--- config.mk ---
export PLATFORM = sky130hd
export DESIGN_NAME = morse_run_length_decoder
export DESIGN_NICKNAME = d
export VERILOG_FILES = /design/src/mrld_pkg.sv /design/src/mrld_front.sv /design/src/mrld_queue.sv /design/src/mrld_back.sv /design/src/morse_run_length_decoder.sv
export VERILOG_INCLUDE_DIRS = /design/src /design/src/src
export SDC_FILE = /design/constraint.sdc
export NUM_CORES = 1
export LEC_CHECK = 0
export BUFFER_PORTS_ARGS = -buffer_cell sky130_fd_sc_hd__buf_2
export CAP_MARGIN = 25
export CORE_ASPECT_RATIO = 0.75
export CORE_MARGIN = 3
export CORE_UTILIZATION = 65
export CTS_CLUSTER_DIAMETER = 120
export DETAILED_ROUTE_END_ITERATION = 16
export PLACE_DENSITY = 0.82
export SYNTH_ARGS = -nofsm -noshare
export SYNTH_HDL_FRONTEND = slang
export SYNTH_SLANG_ARGS = --single-unit
--- constraint.sdc ---
create_clock -name clk -period 14.16 [get_ports clk]
set_clock_uncertainty 0.05 [all_clocks]
set_input_delay 0.708 -clock clk [delete_from_list [all_inputs] [get_ports clk]]
set_output_delay 0.708 -clock clk [all_outputs]
set_load 0.005 [all_outputs]
--- src/morse_run_length_decoder_defines.svh ---
// Assertion macros shared by the Morse run-length decoder RTL.
`ifndef MORSE_RUN_LENGTH_DECODER_DEFINES_SVH
`define MORSE_RUN_LENGTH_DECODER_DEFINES_SVH

`ifndef ASSERT_OFF

// Property checked on every clock edge outside reset.
`define MRLD_ASSERT(lbl, prop) \
	lbl: assert property (@(posedge clk) disable iff (!arst_n) (prop)) \
		else $error("mrld assertion failed");

// Same-cycle implication checked outside reset.
`define MRLD_ASSERT_IMPL(lbl, ante, cons) \
	lbl: assert property (@(posedge clk) disable iff (!arst_n) (ante) |-> (cons)) \
		else $error("mrld implication failed");

`else

`define MRLD_ASSERT(lbl, prop)
`define MRLD_ASSERT_IMPL(lbl, ante, cons)

`endif

`endif

--- src/mrld_pkg.sv ---
// Shared types, constants and the letter table of the Morse run-length decoder.
`timescale 1ns / 1ps

package mrld_pkg;

	// Register indexes on the configuration port
	typedef enum logic [1:0] {
		CFG_DASH_LENGTH = 2'd0,
		CFG_LETTER_GAP  = 2'd1,
		CFG_WORD_GAP    = 2'd2
	} cfg_index_t;

	localparam logic [3:0] DASH_LENGTH_RST = 4'd3;
	localparam logic [3:0] LETTER_GAP_RST  = 4'd3;
	localparam logic [3:0] WORD_GAP_RST    = 4'd7;

	localparam logic [3:0] RUN_MAX       = 4'd15;
	localparam int         TABLE_SYMBOLS = 4;
	localparam int         MAX_RESULTS   = 3;

	localparam logic [6:0] CHAR_SPACE   = 7'd32;
	localparam logic [6:0] CHAR_NEWLINE = 7'd10;

	typedef struct packed {
		logic [3:0] dash_length;
		logic [3:0] letter_gap_length;
		logic [3:0] word_gap_length;
	} cfg_t;

	// Up to three characters produced by one sample
	typedef struct packed {
		logic [1:0]      cnt;
		logic [2:0][6:0] codes;
	} bundle_t;

	// Letters indexed by (2^len - 2) + pattern, dash = 1, first symbol is MSB
	localparam logic [6:0] LETTER_TABLE [32] = '{
		7'd69, 7'd84,                                  // E T
		7'd73, 7'd65, 7'd78, 7'd77,                    // I A N M
		7'd83, 7'd85, 7'd82, 7'd87,                    // S U R W
		7'd68, 7'd75, 7'd71, 7'd79,                    // D K G O
		7'd72, 7'd86, 7'd70, 7'd0,                     // H V F -
		7'd76, 7'd0,  7'd80, 7'd74,                    // L - P J
		7'd66, 7'd88, 7'd67, 7'd89,                    // B X C Y
		7'd90, 7'd81, 7'd0,  7'd0,                     // Z Q - -
		7'd0,  7'd0
	};

	// Table lookup for a code of 1 to 4 symbols
	function automatic logic [6:0] letter_lookup(logic [2:0] len, logic [3:0] pat);
		logic [4:0] base;
		logic [3:0] mask;
		logic [4:0] idx;
		base = (5'd1 << len) - 5'd2;
		mask = 4'((5'd1 << len) - 5'd1);
		idx  = base + {1'b0, pat & mask};
		return LETTER_TABLE[idx];
	endfunction

endpackage

--- src/mrld_front.sv ---
// Front end: takes samples, tracks runs and the pending code, builds result bundles.
`timescale 1ns / 1ps
`include "morse_run_length_decoder_defines.svh"

module mrld_front #(
	parameter int MAX_CODE_SYMBOLS = 4
) (
	input  logic             clk,
	input  logic             arst_n,
	input  logic             sample_valid,
	output logic             sample_stall,
	input  logic             sample_level,
	input  logic             line_end,
	input  mrld_pkg::cfg_t   cfg,
	input  logic             q_full,
	output logic             push,
	output mrld_pkg::bundle_t bundle
);
	import mrld_pkg::*;

	localparam int PW = MAX_CODE_SYMBOLS;
	localparam int LW = $clog2(MAX_CODE_SYMBOLS + 2);
	localparam logic [LW-1:0] LEN_MAX   = LW'(MAX_CODE_SYMBOLS);
	localparam logic [LW-1:0] LEN_OVER  = LW'(MAX_CODE_SYMBOLS + 1);
	localparam logic [LW-1:0] LEN_TABLE = LW'(TABLE_SYMBOLS);

	typedef struct packed {
		logic [PW-1:0] pat;
		logic [LW-1:0] len;
		logic [1:0]    ne;
		logic [6:0]    c0;
		logic [6:0]    c1;
	} close_t;

	logic          prev_level_q, prev_level_d;
	logic [3:0]    run_count_q, run_count_d;
	logic          run_is_gap_q, run_is_gap_d;
	logic          line_started_q, line_started_d;
	logic [PW-1:0] code_pattern_q, code_pattern_d;
	logic [LW-1:0] code_length_q, code_length_d;
	logic [1:0]    n;
	logic [2:0][6:0] codes;
	logic [2:0]    need;
	close_t        cr;
	logic          accept;

	// Empty or over-long codes give 0
	function automatic logic [6:0] lookup_code(logic [PW-1:0] pat, logic [LW-1:0] len);
		if (len == '0 || len > LEN_TABLE) begin
			return 7'd0;
		end
		return letter_lookup(3'(len), pat[3:0]);
	endfunction

	// Ends the current run: a mark adds a symbol, a matching gap emits
	function automatic close_t close_run(logic gap, logic [3:0] cnt, logic [PW-1:0] pat,
			logic [LW-1:0] len, cfg_t c);
		close_t r;
		r.pat = pat;
		r.len = len;
		r.ne  = 2'd0;
		r.c0  = 7'd0;
		r.c1  = 7'd0;
		if (!gap) begin
			if (len < LEN_MAX) begin
				r.pat = {pat[PW-2:0], cnt == c.dash_length};
				r.len = len + LW'(1);
			end else begin
				r.len = LEN_OVER;
			end
		end else if (cnt == c.word_gap_length) begin
			r.ne  = 2'd2;
			r.c0  = lookup_code(pat, len);
			r.c1  = CHAR_SPACE;
			r.pat = '0;
			r.len = '0;
		end else if (cnt == c.letter_gap_length) begin
			r.ne  = 2'd1;
			r.c0  = lookup_code(pat, len);
			r.pat = '0;
			r.len = '0;
		end
		return r;
	endfunction

	assign sample_stall = q_full;
	assign accept       = sample_valid && !sample_stall;

	// Next state and the characters caused by this sample
	always_comb begin
		prev_level_d   = prev_level_q;
		run_count_d    = run_count_q;
		run_is_gap_d   = run_is_gap_q;
		line_started_d = line_started_q;
		code_pattern_d = code_pattern_q;
		code_length_d  = code_length_q;
		n     = 2'd0;
		codes = '0;
		need  = 3'd0;
		cr    = '0;

		if (!line_started_q) begin
			line_started_d = 1'b1;
			prev_level_d   = sample_level;
			run_count_d    = 4'd1;
			run_is_gap_d   = 1'b0;
		end else if (sample_level == prev_level_q) begin
			if (run_count_q != RUN_MAX) begin
				run_count_d = run_count_q + 4'd1;
			end
		end else begin
			cr = close_run(run_is_gap_q, run_count_q, code_pattern_q, code_length_q, cfg);
			code_pattern_d = cr.pat;
			code_length_d  = cr.len;
			if (cr.ne != 2'd0 && n != 2'd3) begin
				codes[n] = cr.c0;
				n = n + 2'd1;
			end
			if (cr.ne == 2'd2 && n != 2'd3) begin
				codes[n] = cr.c1;
				n = n + 2'd1;
			end
			run_is_gap_d = !run_is_gap_q;
			run_count_d  = 4'd1;
			prev_level_d = sample_level;
		end

		// Line end: close the final run, flush the letter, add a newline
		if (line_end) begin
			cr = close_run(run_is_gap_d, run_count_d, code_pattern_d, code_length_d, cfg);
			code_pattern_d = cr.pat;
			code_length_d  = cr.len;
			if (cr.ne != 2'd0 && n != 2'd3) begin
				codes[n] = cr.c0;
				n = n + 2'd1;
			end
			if (cr.ne == 2'd2 && n != 2'd3) begin
				codes[n] = cr.c1;
				n = n + 2'd1;
			end
			need = (code_length_d != '0) ? 3'd2 : 3'd1;
			// crowded line end drops the space
			if ({1'b0, n} + need > 3'(MAX_RESULTS)) begin
				n = 2'd1;
			end
			if (code_length_d != '0 && n != 2'd3) begin
				codes[n] = lookup_code(code_pattern_d, code_length_d);
				n = n + 2'd1;
			end
			if (n != 2'd3) begin
				codes[n] = CHAR_NEWLINE;
				n = n + 2'd1;
			end
			code_pattern_d = '0;
			code_length_d  = '0;
			line_started_d = 1'b0;
			run_is_gap_d   = 1'b0;
			run_count_d    = 4'd0;
		end
	end

	assign push         = accept && (n != 2'd0);
	assign bundle.cnt   = n;
	assign bundle.codes = codes;

	// Run and code state
	always_ff @(posedge clk or negedge arst_n) begin
		if (!arst_n) begin
			prev_level_q   <= 1'b0;
			run_count_q    <= 4'd0;
			run_is_gap_q   <= 1'b0;
			line_started_q <= 1'b0;
			code_pattern_q <= '0;
			code_length_q  <= '0;
		end else if (accept) begin
			prev_level_q   <= prev_level_d;
			run_count_q    <= run_count_d;
			run_is_gap_q   <= run_is_gap_d;
			line_started_q <= line_started_d;
			code_pattern_q <= code_pattern_d;
			code_length_q  <= code_length_d;
		end
	end

	`MRLD_ASSERT_IMPL(a_idle_line_clear, !line_started_q, run_count_q == 4'd0 && !run_is_gap_q)

endmodule

--- src/mrld_queue.sv ---
// Short bundle queue between the front end and the output stage.
`timescale 1ns / 1ps
`include "morse_run_length_decoder_defines.svh"

module mrld_queue #(
	parameter int DEPTH = 4
) (
	input  logic              clk,
	input  logic              arst_n,
	input  logic              push,
	input  mrld_pkg::bundle_t wr_data,
	input  logic              pop,
	output mrld_pkg::bundle_t head,
	output logic              full,
	output logic              empty
);
	import mrld_pkg::*;

	localparam int PTRW = $clog2(DEPTH);
	localparam int CW   = $clog2(DEPTH + 1);
	localparam logic [PTRW-1:0] PTR_LAST = PTRW'(DEPTH - 1);

	bundle_t         mem_q [DEPTH];
	logic [PTRW-1:0] wr_ptr_q;
	logic [PTRW-1:0] rd_ptr_q;
	logic [CW-1:0]   count_q;

	assign full  = (count_q == CW'(DEPTH));
	assign empty = (count_q == '0);
	assign head  = mem_q[rd_ptr_q];

	// Storage
	always_ff @(posedge clk) begin
		if (push) begin
			mem_q[wr_ptr_q] <= wr_data;
		end
	end

	// Pointers and fill count
	always_ff @(posedge clk or negedge arst_n) begin
		if (!arst_n) begin
			wr_ptr_q <= '0;
			rd_ptr_q <= '0;
			count_q  <= '0;
		end else begin
			if (push) begin
				wr_ptr_q <= (wr_ptr_q == PTR_LAST) ? '0 : wr_ptr_q + PTRW'(1);
			end
			if (pop) begin
				rd_ptr_q <= (rd_ptr_q == PTR_LAST) ? '0 : rd_ptr_q + PTRW'(1);
			end
			if (push && !pop) begin
				count_q <= count_q + CW'(1);
			end else if (pop && !push) begin
				count_q <= count_q - CW'(1);
			end
		end
	end

	`MRLD_ASSERT(a_count_bound, count_q <= CW'(DEPTH))
	`MRLD_ASSERT(a_no_overflow, !(push && full))
	`MRLD_ASSERT(a_no_underflow, !(pop && empty))

endmodule

--- src/mrld_back.sv ---
// Output stage: walks each bundle and drives one character per beat.
`timescale 1ns / 1ps
`include "morse_run_length_decoder_defines.svh"

module mrld_back (
	input  logic              clk,
	input  logic              arst_n,
	input  mrld_pkg::bundle_t head,
	input  logic              q_empty,
	output logic              pop,
	output logic              result_valid,
	input  logic              result_stall,
	output logic [6:0]        char_code,
	output logic              last_of_run
);
	import mrld_pkg::*;

	logic       result_valid_q;
	logic [6:0] char_code_q;
	logic       last_of_run_q;
	logic [1:0] idx_q;
	logic       load;
	logic       last;

	assign load = !result_valid_q || !result_stall;
	assign last = (idx_q == head.cnt - 2'd1);
	assign pop  = load && !q_empty && last;

	// Output register, refilled whenever the current beat leaves
	always_ff @(posedge clk or negedge arst_n) begin
		if (!arst_n) begin
			result_valid_q <= 1'b0;
			idx_q          <= 2'd0;
		end else if (load) begin
			result_valid_q <= !q_empty;
			if (!q_empty) begin
				idx_q <= last ? 2'd0 : idx_q + 2'd1;
			end
		end
	end

	always_ff @(posedge clk) begin
		if (load && !q_empty) begin
			char_code_q   <= head.codes[idx_q];
			last_of_run_q <= last;
		end
	end

	assign result_valid = result_valid_q;
	assign char_code    = char_code_q;
	assign last_of_run  = last_of_run_q;

	`MRLD_ASSERT_IMPL(a_idx_in_bundle, !q_empty, idx_q < head.cnt)

endmodule

--- src/morse_run_length_decoder.sv ---
// A sample's characters are written into the bundle queue when the sample is accepted
// and then pass through the output register. One sample per cycle in; one character beat
// per cycle out while result_stall is low, one beat per character; the bundle queue absorbs bursts
// and the input stalls only while that queue is full.
// Reset: arst_n clears run, code and queue state at once and loads the registers with
// dash 3, letter gap 3, word gap 7; no clearing pass is needed.
`timescale 1ns / 1ps

module morse_run_length_decoder #(
	parameter int MAX_CODE_SYMBOLS = 4,
	parameter int QUEUE_DEPTH      = 4
) (
	input  logic       clk,
	input  logic       arst_n,
	input  logic       sample_valid,
	output logic       sample_stall,
	input  logic       sample_level,
	input  logic       line_end,
	output logic       result_valid,
	input  logic       result_stall,
	output logic [6:0] char_code,
	output logic       last_of_run,
	input  logic       cfg_valid,
	output logic       cfg_ready,
	input  logic [1:0] cfg_index,
	input  logic [3:0] cfg_data
);
	import mrld_pkg::*;

	cfg_t    cfg_q;
	bundle_t push_bundle;
	bundle_t head;
	logic    push;
	logic    pop;
	logic    q_full;
	logic    q_empty;

	assign cfg_ready = 1'b1;

	// Timing registers
	always_ff @(posedge clk or negedge arst_n) begin
		if (!arst_n) begin
			cfg_q.dash_length       <= DASH_LENGTH_RST;
			cfg_q.letter_gap_length <= LETTER_GAP_RST;
			cfg_q.word_gap_length   <= WORD_GAP_RST;
		end else if (cfg_valid && cfg_ready) begin
			case (cfg_index)
				CFG_DASH_LENGTH: cfg_q.dash_length       <= cfg_data;
				CFG_LETTER_GAP:  cfg_q.letter_gap_length <= cfg_data;
				CFG_WORD_GAP:    cfg_q.word_gap_length   <= cfg_data;
				default: ;
			endcase
		end
	end

	mrld_front #(
		.MAX_CODE_SYMBOLS(MAX_CODE_SYMBOLS)
	) u_front (
		.clk          (clk),
		.arst_n       (arst_n),
		.sample_valid (sample_valid),
		.sample_stall (sample_stall),
		.sample_level (sample_level),
		.line_end     (line_end),
		.cfg          (cfg_q),
		.q_full       (q_full),
		.push         (push),
		.bundle       (push_bundle)
	);

	mrld_queue #(
		.DEPTH(QUEUE_DEPTH)
	) u_queue (
		.clk     (clk),
		.arst_n  (arst_n),
		.push    (push),
		.wr_data (push_bundle),
		.pop     (pop),
		.head    (head),
		.full    (q_full),
		.empty   (q_empty)
	);

	mrld_back u_back (
		.clk          (clk),
		.arst_n       (arst_n),
		.head         (head),
		.q_empty      (q_empty),
		.pop          (pop),
		.result_valid (result_valid),
		.result_stall (result_stall),
		.char_code    (char_code),
		.last_of_run  (last_of_run)
	);

endmodule
---- Yosys cells after proc, flatten, opt, wreduce, memory -nomap -nowiden ----
Memory sizes are Yosys's and may differ from the RTL's.
Cells that the tools add are included.
storage, ports and cells
  register bits ........................... 44
  bits in latches ......................... 0
  bits in writable memories ............... 92
  bits in read-only memories .............. 672
  output and inout port bits .............. 11
  logic and storage cells ................. 265
  memories ................................ 4
memory list
  memory            depth  width  rd ports  clocked after Yosys merged registers in  wr ports  RTL line          RTL
  (name not given)  32     7      1         0                                        0         mrld_pkg.sv:57    return LETTER_TABLE[idx];
  (name not given)  32     7      1         0                                        0         mrld_pkg.sv:57
  (name not given)  32     7      1         0                                        0         mrld_pkg.sv:57
  u_queue.mem_q     4      23     1         0                                        1         mrld_queue.sv:23  bundle_t mem_q [DEPTH];
cells by class
  add/sub/neg operators ................... 24
  multiply operators ...................... 0
  divide/modulo/power cells ............... 0
  order comparisons ....................... 20
  equality and inequality tests ........... 22
  shift operators ......................... 3
  muxes and demuxes ....................... 125
  bitwise operators ....................... 10
  reductions and logical operators ........ 41
operators with widths
  kind                                                        count
  2-to-1 mux 21 bit                                           11
  2-to-1 mux 7 bit                                            28
  2-to-1 mux 16 bit                                           9
  bitwise mux 21 bit                                          4
  demux 7 bit (select 2 bit)                                  5
  2-to-1 mux 2 bit                                            19
  2-to-1 mux 4 bit                                            9
  2-to-1 mux 1 bit                                            30
  equality test 4 bit                                         6
  2-to-1 mux 3 bit                                            7
  greater-or-equal comparator 6 bit, second input constant    3
  less-than comparator 2 x 3 -> 1 bit, second input constant  6
  NOT 5 -> 6 bit                                              3
  adder 2 x 1 -> 2 bit, second input constant                 8
  adder 5 x 4 -> 5 bit                                        3
  AND 15 bit                                                  1
  logical AND 1 bit                                           15
  NOT 15 bit                                                  1
  << shifter 1 x 3 -> 5 bit, first input constant             3
  subtractor 5 x 2 -> 5 bit, second input constant            3
  binary-select mux 7 bit (select 2 bit)                      1
  AND 4 bit                                                   3
  logical NOT 3 bit                                           4
  2-to-1 mux 6 bit                                            2
  other kinds (25)                                            61

---- Longest topological paths before layout ----
Gate-level depths: netlist of run 1.
  depth after elaboration ................. 52
  mapped depth ............................ 27
  gate-level depth less buffers ........... 24

---- By module ----
Synthesis of run 1 repeated with hierarchy kept, for this count alone.
unflattened totals
  cell total of the unflattened synthesis .. 862
  area, all modules ....................... 9381.5 sq um
modules (own cells, without submodules)
  module                    times used  cells an instance  area an instance (sq um)  seq. area each (sq um)
  mrld_front                1           623                4544.4                    350.3
  mrld_queue                1           158                3777.4                    2937.8
  mrld_back                 1           52                 570.5                     315.3
  morse_run_length_decoder  1           29                 489.2                     309.0

---- Worst setup path before layout of run 1 ----
Ideal clock, no wire load.
  kind .................................... input port to flip-flop
  start point ............................. input sample_level
  end point ............................... memory u_queue.mem_q[0][17] (netlist bit) (data pin)
  library setup time ...................... 187 ps
  arrival time ............................ 5914 ps
  data required time ...................... 13923 ps
  path slack .............................. 8008 ps
  cell stages on the path ................. 24
  path buffers ............................ 3
  path through ............................ xor2_2 > nand3_1 > a21oi_1 > buf_2 > nor2_1 > ha_1 > and3_1 > a31o_2 > a21oi_1 > ha_1 > clkbuf_1 > and3_1 > a21oi_1 > or3_1 > ha_1 > inv_1 > ha_1 > xor2_1 > clkbuf_1 > o21ai_0 > o211a_1 > or2_2 > or3_1 > a31oi_1
RTL lines
  what                RTL line                        RTL
  start: declaration  morse_run_length_decoder.sv:17  input logic sample_level,
  end: declaration    mrld_queue.sv:23

==> reports/results.txt, run 1 <==
Max cap viols: 0
Worst-path clk slew: 60 ps
Full die area: 0.0158 mm2
Clock Path Buffers: 2
Hold WS: 319 ps
GPL Wtd Cong: 0.991
DRT iter0 DRCs: 833
Ant diodes: 0
Detailed Routing Iterations Pass 1: 5
First-pass GRT wire length: 37.0 mm
Clock Latency Late Sink: 420 ps
Post-CTS sizing: 0
Core area: 0.0138 mm2
Crit Path Class: flip-flop to flip-flop
#FFs+latches synth: 136
Setup crit end kind: flip-flop
H-tree levels: 4
Total CTS buffers: 17
DR DRC count: 0
Part of the cycle the worst path needs: 55.0%
Drt via density: 6.91
CP arrival: 7930 ps
ANT nets after route: 0
Fin Setup TNS: 0 ps
Worst-path fanout max: 21
Status: completed
Synth Cell Area: 0.00931 mm2
Vias: 7,209
RSZ-0062 raised after global routing: no
Synth Area per Inst: 11.0 um2
Hold buffers post-CTS: 0
Slew margin rel.: 32.6%
Min cycle time layout: 7790 ps
CP required: 14,300 ps
Initial core utilization: 67.2%
Largest net degree at the start of global routing: 37
Total grt overflow: 0
Nets: 938
Worst Tran Pin Value: 1000 ps
Vias in the first global route: 6,821
Post-CTS Setup Inserts: 0
Die X: 144 um
Ys flop type: edfxtp_1
Tot GR Track Use: 30.3%
Post-synth EDFFs: 100
Most frequent cells in the layout: edfxtp_1, ha_1, nand2_1
Final hold vios: 0
Die height: 110 um
Synth cell types: 96
Boundary Pins: 24
Rows: 37
Root Buffer: clkbuf_16
Area Overhead vs Synth: 8.98%
CTS Sinks: 136
Worst hold path class: primary input to async pin
Port Buffers: 22
DR WL/cell: 22.3 um
Worst R2R Start: u_front.run_count_q[3]
Most common cell after layout, fill and taps aside: edfxtp_1
Fill count: 905
Fmax: 128 MHz
Share of layout cells above drive strength 1: 16.7%
# setup viols final: 0
Initial antenna violation count: 0
Final slew viol count: 0
Synth Warn #: 0
CTS tree: yes
Cells after synthesis: 843
Post-DP HPWL: 15.6 mm
CP Launch Type: flip-flop
Asr flop ratio synth: 26.5%
Drt total wl: 23.2 mm
Launch point of the worst path: u_front.run_count_q[3]
Seq/Total Area, Yosys: 42.0%
==> stage by stage <==
step,area [um2],std cells,setup WS (ps),util (%)
finish,10100,1043,6370,73.3
global route,10100,1043,5870,73.3
CTS,10100,1041,6540,73.2
detailed placement,9530,1009,6510,68.8
global placement,9530,1009,6840,68.8
floorplan,9310,845,8010,-
==> cells by family (layout without fill, tap and decap cells) <==
kind of cell	count (synthesis)	count (layout)	share of synthesized area, %
fa+ha+maj	71	71	9.84
mux	58	58	9.71
xor+xnor	36	36	3.67
other cells	2	4	0.0807
buf+inv	96	119	4.22
compound gates	202	202	15.7
simple gates	242	242	14.8
flops	136	136	42.0
==> final timing paths <==
check                                      endpoint  slack [ps]  depth (start not counted)
max in group asynchronous  u_front.code_length_q[1]       13240                          1
min in group clk                u_back.result_valid         440                          2
setup reg to reg                u_queue.mem_q[2][8]        6370                         23
hold / removal                             cfg_q[3]         320                          1
hold reg to reg                 u_back.result_valid         440                          2
setup / recovery                u_queue.mem_q[2][8]        6370                         23
==> cell usage after synthesis, drive strengths merged (6+ instances only) <==
cell | n | area share [%]
a211oi | 11 | 0.94
a21o | 9 | 0.74
a21oi | 35 | 1.9
a22o | 8 | 0.75
a31oi | 16 | 1.1
and2 | 10 | 0.67
and3 | 12 | 0.81
buf | 15 | 0.82
clkbuf | 26 | 1.0
dfrtp | 29 | 7.8
dfstp | 7 | 2.0
edfxtp | 100 | 32
ha | 66 | 8.9
inv | 53 | 2.1
mux2 | 18 | 2.2
mux2i | 16 | 1.7
mux4 | 24 | 5.8
nand2 | 63 | 2.6
nand2b | 10 | 0.67
nand3 | 23 | 1.3
nand4 | 8 | 0.70
nor2 | 37 | 1.6
nor3 | 24 | 1.4
nor3b | 8 | 0.70
nor4 | 7 | 0.79
o211a | 8 | 0.86
o211ai | 7 | 0.56
o21ai | 41 | 2.2
o22ai | 13 | 0.87
o41ai | 6 | 0.65
or2 | 7 | 0.47
or3 | 8 | 0.59
xnor2 | 23 | 2.4
xor2 | 13 | 1.3
==> layer usage <==
layer  vias up  global-route usage (%)  part of all wire, %
li1       3214                       -                    -
met2       414                    47.6                   47
met3        62                    5.74                  8.8
met5         -                       0                    0
met1      3519                    43.5                   42
met4         0                    8.79                  2.4
==> final cells by class <==
cell class | instances | area [um2] | area share, %
Clock inverter | 11 | 148 | 1.46
Clock buffer | 21 | 450 | 4.44
Inverter | 55 | 219 | 2.16
Timing Repair Buffer | 32 | 185 | 1.83
Sequential cell | 136 | 3910 | 38.6
Tap cell | 175 | 219 | 2.16
Multi-Input combinational cell | 613 | 5010 | 49.4
==> flip-flops by register name, summed over array words and instances, names as in the netlist, 2 cells and up <==
register                cells
u_queue.count_q             3
u_front.code_length_q       3
u_queue.rd_ptr_q            2
u_queue.mem_q              92
cfg_q                      12
u_front.run_count_q         4
u_back.idx_q                2
u_back.char_code            7
u_queue.wr_ptr_q            2
u_front.code_pattern_q      4
==> critical path, cell delays in order (launching register included) <==
cell	delay (ps)
dfrtp_1	810
xnor2_1	190
nand4_1	250
a21oi_1	840
nor2_1	290
ha_1	370
and3_1	140
a31o_2	250
a21oi_1	230
ha_1	610
and3_1	250
a21oi_1	40
or3_1	330
ha_1	290
inv_1	40
ha_1	340
xor2_1	760
o21ai_0	180
nor2_1	120
a21oi_1	40
or2_2	290
o22ai_1	340
mux2i_1	150
a21oi_1	350
Power of run 1 is not shown: default switching activity piles up to over one toggle a cycle in this logic, so the estimate is an artifact.
==> run 2: changes to the inputs <==
- ABC_AREA: unset -> 1
- CORE_UTILIZATION: 65 -> 57
- PLACE_DENSITY: 0.82 -> 0.77
- clock period: 14.16 -> 6.91 ns (I/O delays scaled with it)
==> reports/results.txt, run 2 <==
CP required: 7020 ps
Min-delay src: result_stall
Die height: 114 um
Drt total wl: 21.6 mm
Ys flop type: edfxtp_1
Asr flop ratio synth: 26.5%
Boundary Pins: 24
Part of the cycle the worst path needs: 88.0%
Synth top cells by count: nand2_1, nor2_1, inv_1, o21ai_0, edfxtp_1
CP max-delay cell: dfrtp_1
Synth Cell Area: 0.00890 mm2
Drt via density: 5.78
Crit Path Class: flip-flop to flip-flop
CTS Sinks: 136
Min cycle time layout: 6080 ps
Status: completed
Total grt overflow: 0
Worst R2R Start: u_front.run_count_q[3]
Area of the multi-input gates: 0.00439 mm2
CP Launch Type: flip-flop
Worst-path fanout max: 10
Setup crit end kind: flip-flop
Synth Warn #: 0
Nets: 1,192
Seq/Total Area, Yosys: 44.0%
Share of layout cells above drive strength 1: 9.63%
Max cap viols: 0
Clock Path Buffers: 2
Worst hold path class: primary input to flip-flop
Core area: 0.0149 mm2
Final hold vios: 0
Ant diodes: 0
Slew margin rel.: 29.7%
Fmax: 165 MHz
Total CTS buffers: 17
Post-CTS sizing: 0
Tot GR Track Use: 25.8%
Setup WS post-layout: 832 ps
Post-DP HPWL: 15.2 mm
Pre-CTS setup slack: 975 ps
CTS tree: yes
Synth cell types: 47
DRT iter0 DRCs: 752
Worst Tran Pin Value: 1040 ps
First-pass GRT wire length: 35.1 mm
Initial antenna violation count: 0
Top cell type's share of synthesized area: 33.8%
GPL Wtd Cong: 0.957
Worst path max stage delay: 520 ps
RSZ-0062 raised after global routing: no
Synth Area per Inst: 8.21 um2
Worst hold endpoint: u_back.result_valid
Largest cells by area after synthesis: edfxtp_1, nand2_1, ha_1
Post-synth EDFFs: 100
H-tree levels: 4
Largest net degree at the start of global routing: 50
Die X: 150 um
DR DRC count: 0
Critical R2R Capture: u_queue.mem_q[3][6]
Fin Setup TNS: 0 ps
# setup viols final: 0
Largest register FFs: 92
Cells after synthesis: 1,084
WHS Path Cells: 3
ANT nets after route: 0
Rows: 38
DR WL/cell: 16.3 um
Fill count: 1,208
Cell taking the most area after synthesis: edfxtp_1
Vias: 7,645
Area Overhead vs Synth: 10.4%
Reg area: 0.00391 mm2
Port Buffers: 22
Crit path top cell by count: nand2_1
Detailed Routing Iterations Pass 1: 6
Most frequent cells in the layout: nand2_1, nor2_1, inv_1
Most common cell after layout, fill and taps aside: nand2_1
R2R Setup Slk: 830 ps
Root Buffer: clkbuf_16
CP arrival: 6190 ps
Final slew viol count: 0
#FFs+latches synth: 136
R2R cell count: 28
Top reg by flops: u_queue.mem_q
Clock Latency Late Sink: 420 ps
Vias in the first global route: 7,041
Count leader, synth: nand2_1
Worst-path clk slew: 60 ps
Full die area: 0.0172 mm2
Initial core utilization: 59.8%
run 2: changes by cell type after synthesis, moves of 23 or more:
cell,delta
nand2_1,+189
nor2_1,+94
o21ai_0,+81
inv_1,+69
mux4_2,-24
nand3_1,+23
run 2: metrics by stage:
stage / std cells / area, um2 / utilization (%) / hold slack (ps)
2_1_floorplan: 1086 / 8900 / - / -0.0911
5_1_grt: 1322 / 9820 / 66.0 / 117
3_5_place_dp: 1289 / 9210 / 61.9 / 440
3_3_place_gp: 1289 / 9210 / 61.9 / 435
4_1_cts: 1322 / 9820 / 66.0 / 93.8
6_report: 1322 / 9820 / 66.0 / 107
run 2: repair_timing:
action                                 4_1_cts  5_1_grt
hold buffers                                 1        0
setup buffers                                0        0
endpoints found under the hold margin        2        0
setup endpoints to repair                    0        0
run 2: cells by family (layout without fill, tap and decap cells):
kind of cell / after synthesis / count (layout) / synth area share, %
AND/OR/NAND/NOR: 474 / 474 / 22.4
AO/OA/AOI/OAI: 230 / 230 / 15.1
buffers and inverters: 158 / 194 / 6.89
flip-flops: 136 / 136 / 44.0
adder cells (fa/ha/maj): 70 / 70 / 10.2
XOR/XNOR: 13 / 13 / 1.28
other: 2 / 4 / 0.0844
multiplexers: 1 / 1 / 0.127
run 2: area by class of cell:
cell class	instances	area share, %
Multi-Input combinational cell	792	44.7
Inverter	131	5.01
Clock buffer	18	4.37
Clock inverter	14	1.76
Timing Repair Buffer	31	1.83
Tap cell	200	2.55
Sequential cell	136	39.8
run 2: worst max-delay path, delay by kind of cell (launching register included):
kind	cells	cell delay, ps
AO/OA/AOI/OAI	6	1340
adder cells (fa/ha/maj)	4	1370
buffers and inverters	4	780
flip-flops	1	520
AND/OR/NAND/NOR	14	1750
run 2: worst max-delay path by stage:
stage	endpoint	from	depth (start not counted)
CTS	u_queue.mem_q[3][6]	u_front.run_count_q[3]	28
detailed placement	u_queue.mem_q[2][4]	u_front.run_count_q[3]	28
global placement	u_queue.mem_q[2][4]	u_front.run_count_q[3]	28
global route	u_queue.mem_q[3][1]	u_front.run_count_q[3]	31
finish	u_queue.mem_q[3][6]	u_front.run_count_q[3]	28
floorplan	u_queue.mem_q[0][1]	u_front.run_count_q[0]	30
run 2: per-layer routing:
metal	part of all wire, %	GRT usage, %	up-vias
li1	-	-	3711
met1	45	38.3	3542
met2	44	39.0	362
met3	9.5	5.18	30
met4	1.3	6.83	0
met5	0	0	-
Power of run 2 is left out for the same reason.
